`src/hdl/rfp_pkg.sv`:
```
// Package with the constants, status codes and helper functions of the RFID frame parser.
`default_nettype none

package rfp_pkg;

    // Frame framing bytes and sizes.
    localparam logic [7:0]  FRAME_START   = 8'h02;
    localparam logic [7:0]  FRAME_END     = 8'h03;
    localparam int          FRAME_LEN     = 14;
    localparam int          TAG_LEN       = 8;
    localparam int          PAYLOAD_LEN   = 12;
    localparam logic [3:0]  LAST_POS      = 4'(FRAME_LEN - 1);
    localparam logic [15:0] TIMEOUT_RESET = 16'd1000;
    localparam logic [15:0] TICK_MAX      = 16'hFFFF;

    // Command codes of an input request.
    localparam logic CMD_BYTE = 1'b0;
    localparam logic CMD_TICK = 1'b1;

    // Status codes of a result.
    localparam logic [2:0] STATUS_NONE     = 3'd0;
    localparam logic [2:0] STATUS_NEW_TAG  = 3'd1;
    localparam logic [2:0] STATUS_REPEAT   = 3'd2;
    localparam logic [2:0] STATUS_CHECKSUM = 3'd3;
    localparam logic [2:0] STATUS_BAD_END  = 3'd4;

    typedef logic [7:0]  char_t;
    typedef logic [63:0] tag_t;

    // Decode one ASCII hex digit; anything other than 0-9 or A-F reads as zero.
    function automatic logic [3:0] hex_value(input char_t ch);
        logic [3:0] val;
        val = 4'd0;
        if (ch >= "0" && ch <= "9")
        begin
            val = 4'(ch - "0");
        end
        else if (ch >= "A" && ch <= "F")
        begin
            val = 4'(ch - "A" + 8'd10);
        end
        return val;
    endfunction

endpackage

`default_nettype wire

```
`src/hdl/rfp_in_if.sv`:
```
// Request channel carrying a received byte or a millisecond tick.
`default_nettype none

interface rfp_in_if;
    logic       valid;
    logic       ready;
    logic       cmd;
    logic [7:0] rx_byte;

    modport source (output valid, output cmd, output rx_byte, input ready);
    modport sink   (input valid, input cmd, input rx_byte, output ready);
endinterface

`default_nettype wire

```
`src/hdl/rfp_out_if.sv`:
```
// Result channel carrying the parse status and the reported tag.
`default_nettype none

interface rfp_out_if;
    logic        valid;
    logic        ready;
    logic [2:0]  status;
    logic [63:0] tag_chars;

    modport source (output valid, output status, output tag_chars, input ready);
    modport sink   (input valid, input status, input tag_chars, output ready);
endinterface

`default_nettype wire

```
`src/hdl/rfid_ascii_frame_parser.sv`:
```
// The result of an accepted request is registered and shown in the next cycle.
// Throughput: one request per cycle while result.ready does not stall it; the
// result register is refilled in the same cycle that its current result is taken.
// Reset: rst_n clears the frame position, tick count, remembered tag and the
// result valid flag, and loads the forget timeout with 1000.
`default_nettype none

module rfid_ascii_frame_parser
    import rfp_pkg::*;
(
    input  wire         clk,
    input  wire         rst_n,
    input  wire         cfg_we,
    input  wire  [15:0] cfg_wdata,
    rfp_in_if.sink      item,
    rfp_out_if.source   result
);

    logic [15:0] forget_timeout_reg;
    logic [3:0]  byte_position_reg, byte_position_next;
    char_t       payload_reg [PAYLOAD_LEN];
    tag_t        remembered_tag_reg, remembered_tag_next;
    logic        remembered_valid_reg, remembered_valid_next;
    logic [15:0] ticks_reg, ticks_next;
    logic        out_valid_reg;
    logic [2:0]  status_reg, status_next;
    tag_t        tag_reg, tag_next;

    logic        accept;
    logic        frame_byte;
    logic [7:0]  checksum;
    tag_t        frame_tag;

    // A request is taken whenever the result register is empty or being emptied.
    assign item.ready = !out_valid_reg || result.ready;
    assign accept     = item.valid && item.ready;

    // A byte belongs to a frame once a start byte has opened it.
    assign frame_byte = (item.cmd == CMD_BYTE)
                        && !(byte_position_reg == 4'd0 && item.rx_byte != FRAME_START);

    // Checksum over the six hex pairs and tag assembly from the payload shift line.
    // Payload character k (1 to 12) sits at payload_reg[12 - k].
    always_comb
    begin
        checksum = 8'd0;
        for (int p = 0; p < PAYLOAD_LEN / 2; p++)
        begin
            checksum = checksum ^ {hex_value(payload_reg[PAYLOAD_LEN - 1 - 2 * p]),
                                   hex_value(payload_reg[PAYLOAD_LEN - 2 - 2 * p])};
        end
        frame_tag = '0;
        for (int i = 0; i < TAG_LEN; i++)
        begin
            frame_tag[8 * (TAG_LEN - 1 - i) +: 8] = payload_reg[PAYLOAD_LEN - 3 - i];
        end
    end

    // Next state and result for the request at the input.
    always_comb
    begin
        byte_position_next    = byte_position_reg;
        remembered_tag_next   = remembered_tag_reg;
        remembered_valid_next = remembered_valid_reg;
        ticks_next            = ticks_reg;
        status_next           = STATUS_NONE;
        tag_next              = '0;
        if (item.cmd == CMD_TICK)
        begin
            if (ticks_reg != TICK_MAX)
            begin
                ticks_next = ticks_reg + 16'd1;
            end
            if (remembered_valid_reg && ticks_next > forget_timeout_reg)
            begin
                remembered_valid_next = 1'b0;
            end
        end
        else if (frame_byte)
        begin
            if (byte_position_reg == LAST_POS)
            begin
                byte_position_next = 4'd0;
                if (item.rx_byte != FRAME_END)
                begin
                    status_next = STATUS_BAD_END;
                end
                else
                begin
                    ticks_next = '0;
                    if (checksum != 8'd0)
                    begin
                        status_next = STATUS_CHECKSUM;
                    end
                    else if (remembered_valid_reg && frame_tag == remembered_tag_reg)
                    begin
                        status_next = STATUS_REPEAT;
                    end
                    else
                    begin
                        remembered_tag_next   = frame_tag;
                        remembered_valid_next = 1'b1;
                        status_next           = STATUS_NEW_TAG;
                        tag_next              = frame_tag;
                    end
                end
            end
            else
            begin
                byte_position_next = byte_position_reg + 4'd1;
            end
        end
    end

    // Control state and configuration register.
    always_ff @(posedge clk or negedge rst_n)
    begin
        if (!rst_n)
        begin
            forget_timeout_reg   <= TIMEOUT_RESET;
            byte_position_reg    <= 4'd0;
            remembered_tag_reg   <= '0;
            remembered_valid_reg <= 1'b0;
            ticks_reg            <= '0;
            out_valid_reg        <= 1'b0;
        end
        else
        begin
            if (cfg_we)
            begin
                forget_timeout_reg <= cfg_wdata;
            end
            if (accept)
            begin
                byte_position_reg    <= byte_position_next;
                remembered_tag_reg   <= remembered_tag_next;
                remembered_valid_reg <= remembered_valid_next;
                ticks_reg            <= ticks_next;
                out_valid_reg        <= 1'b1;
            end
            else if (result.ready)
            begin
                out_valid_reg <= 1'b0;
            end
        end
    end

    // Payload shift line and result register.
    always_ff @(posedge clk)
    begin
        if (accept)
        begin
            status_reg <= status_next;
            tag_reg    <= tag_next;
            if (frame_byte)
            begin
                payload_reg[0] <= item.rx_byte;
                for (int i = 1; i < PAYLOAD_LEN; i++)
                begin
                    payload_reg[i] <= payload_reg[i - 1];
                end
            end
        end
    end

    assign result.valid     = out_valid_reg;
    assign result.status    = status_reg;
    assign result.tag_chars = tag_reg;

    // A new tag on the output is the tag now remembered.
    assert property (@(posedge clk) disable iff (!rst_n)
        (out_valid_reg && status_reg == STATUS_NEW_TAG)
        |-> (remembered_valid_reg && tag_reg == remembered_tag_reg))
        else $error("reported new tag does not match remembered tag");

    // Tag characters are only carried with a new tag.
    assert property (@(posedge clk) disable iff (!rst_n)
        (out_valid_reg && status_reg != STATUS_NEW_TAG) |-> (tag_reg == '0))
        else $error("tag characters set without a new tag");

    // The frame position never runs past the end byte.
    assert property (@(posedge clk) disable iff (!rst_n)
        byte_position_reg <= LAST_POS)
        else $error("frame position out of range");

    // A completed frame always returns the position to the start.
    assert property (@(posedge clk) disable iff (!rst_n)
        (accept && item.cmd == CMD_BYTE && byte_position_reg == LAST_POS)
        |=> (byte_position_reg == 4'd0))
        else $error("frame position not cleared after end byte");

endmodule

`default_nettype wire
```
`src/flat_wrapper.sv`:
```
// flat-port wrapper written by rule: the top's interface ports become plain ports
module rfid_ascii_frame_parser_flat import rfp_pkg::*;
  (clk, rst_n, cfg_we, cfg_wdata, item_valid, item_cmd, item_rx_byte, item_ready, result_valid, result_status, result_tag_chars, result_ready);
  rfp_in_if item_i ();
  rfp_out_if result_i ();
  input  wire clk;
  input  wire rst_n;
  input  wire cfg_we;
  input  wire  [15:0] cfg_wdata;
  input wire logic [$bits(item_i.valid)-1:0] item_valid;
  input wire logic [$bits(item_i.cmd)-1:0] item_cmd;
  input wire logic [$bits(item_i.rx_byte)-1:0] item_rx_byte;
  output wire logic [$bits(item_i.ready)-1:0] item_ready;
  output wire logic [$bits(result_i.valid)-1:0] result_valid;
  output wire logic [$bits(result_i.status)-1:0] result_status;
  output wire logic [$bits(result_i.tag_chars)-1:0] result_tag_chars;
  input wire logic [$bits(result_i.ready)-1:0] result_ready;
  assign item_i.valid = item_valid;
  assign item_i.cmd = item_cmd;
  assign item_i.rx_byte = item_rx_byte;
  assign item_ready = item_i.ready;
  assign result_valid = result_i.valid;
  assign result_status = result_i.status;
  assign result_tag_chars = result_i.tag_chars;
  assign result_i.ready = result_ready;
  rfid_ascii_frame_parser u_core (.clk(clk), .rst_n(rst_n), .cfg_we(cfg_we), .cfg_wdata(cfg_wdata), .item(item_i), .result(result_i));
endmodule
```
`config.mk`:
```
export PLATFORM = sky130hd
export DESIGN_NAME = rfid_ascii_frame_parser_flat
export DESIGN_NICKNAME = d
export VERILOG_FILES = /design/src/hdl/rfp_pkg.sv /design/src/hdl/rfp_in_if.sv /design/src/hdl/rfp_out_if.sv /design/src/hdl/rfid_ascii_frame_parser.sv /design/src/flat_wrapper.sv
export SDC_FILE = /design/constraint.sdc
export NUM_CORES = 1
export LEC_CHECK = 0
export ABC_AREA = 1
export BUFFER_PORTS_ARGS = -buffer_cell sky130_fd_sc_hd__buf_2
export CORE_MARGIN = 5
export CORE_UTILIZATION = 34
export CTS_CLUSTER_DIAMETER = 200
export DETAILED_ROUTE_END_ITERATION = 16
export PLACE_DENSITY = 0.59
export RECOVER_POWER = 100
export SYNTH_ARGS = -nofsm -noshare
export SYNTH_HDL_FRONTEND = slang
export SYNTH_SLANG_ARGS = --single-unit
```
`constraint.sdc`:
```
create_clock -name clk -period 3.8 [get_ports clk]
set_input_delay 0.19 -clock clk [delete_from_list [all_inputs] [get_ports clk]]
set_output_delay 0.19 -clock clk [all_outputs]
set_load 0.005 [all_outputs]
```
==> summary.txt <==
Run status
  • Status: finished, violations left
  • Violated checks: capacitance limit, slew limit

CTS
  • CTS tree: yes
  • Clk pin slew, worst setup/hold paths: 60 ps
  • H-Tree Depth: 1
  • Inserted Clock Buffers: 30
  • Sink Count: 265
  • Clock Latency Late Sink: 580 ps
  • Clk buf depth: 3
  • Clk root buf: clkbuf_16

Worst setup path
  • CP dominant cell by count: inv_1
  • Reg2Reg Depth: 25
  • Critical Path RT: 4280 ps
  • Startpoint types: register
  • R2R Path End: u_core.remembered_valid_reg
  • CP peak stage delay: 400 ps
  • Reg2reg setup slack: 280 ps
  • Worst Setup SP: u_core.ticks_reg[0]
  • Crit-path max FO: 6
  • Worst setup path endpoint: u_core.remembered_valid_reg
  • Crit-path slowest cell: dfrtp_1
  • RR Startpoint: u_core.ticks_reg[0]
  • WS Path Type: register to register
  • Endpoint class of the critical path: register
  • Arrival time at the worst endpoint: 4000 ps

Cells and area
  • Final Instance Area: 0.0168 mm2
  • Most common cell after layout, fill and taps aside: nand2_1
  • Share of cells above drive strength 1: 8.71%
  • Fin util: 40.1%
  • Commonest non-fill, non-tap cells in the layout: nand2_1 (503), inv_1 (210), edfxtp_1 (163)
  • Layout area overhead: 16.3%
  • N_diodes: 0
  • Largest register FFs: 96
  • Final nets: 1920

Power
  • Max IR drop VDD: 0.371 mV
  • Leak: 7.85 nW
  • Seq pwr share: 45.4%
  • Combinational power share: 14.8%
  • Clk pwr share: 39.8%
  • Pwr Total: 7.73 mW
  • Int Power: 5.56 mW
  • Switching Fraction: 28.1%
  • Power Density: 459 mW/mm2
  • Sw Pwr: 2.17 mW

Logic synthesis
  • Dominant synthesized flop cell: edfxtp_1
  • Yosys cell types: 44
  • Async SR Flop Fraction: 38.5%
  • Mapped cell area: 0.0145 mm2
  • Post-Synthesis Cells: 1686
  • Number of synthesized register bits: 265
  • EDFF count, synth: 163
  • Avg Synthesized Cell Area: 8.59 um2
  • Synth Net Count: 1781
  • Ys Warns: 0
  • Post-synthesis sequential area ratio: 51.5%

STA
  • Fmax: 284 MHz
  • Clk_skew: 26.9 ps
  • Slew @ Worst Pin: 1930 ps
  • Post-layout min period: 3520 ps
  • Setup TNS: 0 ps
  • Final setup viols: 0
  • Slew Limit Fails: 204
  • Final Hold Viols: 0
  • Period utilisation layout: 92.7%
  • Worst slew margin: -28.9%

Die
  • Cell Rows: 75
  • Placeable core area: 0.0420 mm2
  • Die ar.: 0.0468 mm2
  • Die W: 216 um
  • Die H: 216 um
  • Ports: 99
  • Initial core utilization: 34.4%

Placed design
  • RD Place Congestion: 0.906
  • Port Buffers: 98
  • Placed Area: 0.0156 mm2
  • Hpwl dp: 27.9 mm

Min path
  • Hold path depth: 3
  • Hold crit path type: input port to register

Global route
  • Pin count of the biggest net entering global routing: 133
  • GRT Total Usage: 16.6%
  • Vias in the first global route: 11500
  • Gr ovfl total: 0
  • First-pass GRT wire length: 63.2 mm
  • Antenna violations before repair: 0

Routing
  • Vias per cell: 4.97
  • Initial DRC count: 1206
  • Pre-Repair DR Iteration Count: 5
  • WL per Instance: 16.5 um
  • Via count: 11852
  • Final WL: 39.3 mm
  • Final ANT Viol Nets: 0
  • Drc violations: 0

Flow run
  • Max cap viols: 2
final cells by class:
class	count	area, um2
clock buffers	39	825
clock inverters	16	226
fillers	4161	25200
inverters	224	845
multi-input cells	1155	5930
flip-flops and latches	265	7450
well taps	539	674
repair buffers	149	892
stage by stage:
stage | hold WS (ps) | cells | setup WS (ps)
finish | 46.7 | 2387 | 278
global route | 66.7 | 2387 | -16.2
CTS | 22.4 | 2384 | 121
detailed placement | 386 | 2302 | 158
global placement | 380 | 2302 | 301
floorplan | -106 | 1686 | 153
timing repair:
action	CTS	global route
setup endpoints to repair	0	1
setup buffers	0	3
hold buffers	27	0
endpoints found under the hold margin	87	0
resized for setup	0	4
worst max-delay path: cells and delay by family, from the launching register on:
| family | cells | cell delay (ps) |
|---|---|---|
| AO/OA/AOI/OAI | 4 | 490 |
| AND/OR/NAND/NOR | 13 | 1430 |
| buffers and inverters | 5 | 430 |
| adder cells (fa/ha/maj) | 2 | 480 |
| flip-flops | 1 | 400 |
| XOR/XNOR | 1 | 210 |
cell families (layout without fill, tap and decap cells):
group | count (synthesis) | after routing | share of synthesized area, %
buffers and inverters | 266 | 428 | 7.71
AO/OA/AOI/OAI | 115 | 115 | 4.48
adder cells (fa/ha/maj) | 65 | 65 | 5.62
AND/OR/NAND/NOR | 930 | 930 | 28.0
flip-flops | 265 | 265 | 51.5
XOR/XNOR | 44 | 44 | 2.66
multiplexers | 1 | 1 | 0.0778
how the worst min path moves through the flow:
stage,start,endpoint,slack (ps)
CTS,item_cmd,u_core.remembered_tag_reg[6],20
global route,item_cmd,u_core.remembered_tag_reg[5],70
detailed placement,item_rx_byte[3],u_core.payload_reg[0][3],390
finish,cfg_we,u_core.forget_timeout_reg[8],50
floorplan,rst_n,u_core.byte_position_reg[0],-110
global placement,item_rx_byte[2],u_core.payload_reg[0][2],380
Yosys cell counts (15+ instances only):
cell / number / area, um2
a21oi_1: 23 / 115
xor2_1: 27 / 236
o21ai_0: 56 / 280
nor3_1: 19 / 95.1
nor2_1: 157 / 589
ha_1: 65 / 813
o22ai_1: 15 / 93.8
edfxtp_1: 163 / 4890
clkbuf_1: 16 / 60.1
xnor2_1: 17 / 149
nand4_1: 85 / 532
nand3_1: 115 / 576
nand2_1: 503 / 1890
inv_1: 213 / 800
dfrtp_1: 96 / 2400
power by group through the flow:
stage	registers (mW)	clock network, mW	logic (mW)
final	3.51	3.08	1.15
after global routing	3.54	3.25	1.31
after CTS	3.51	3.14	1.15
after detailed placement	3.56	0	1.13
after global placement	3.56	0	1.10
after floorplan	3.51	0	0.802
metal layers:
layer  global-route usage (%)  up-vias  share of wire [%]
met4                     4.90        0                3.4
met3                     2.61       66                6.3
met1                     23.4     5567                 45
li1                         -     5823                  -
met5                        0        -                  0
met2                     26.6      396                 45
(Power assumes the default switching activity.)
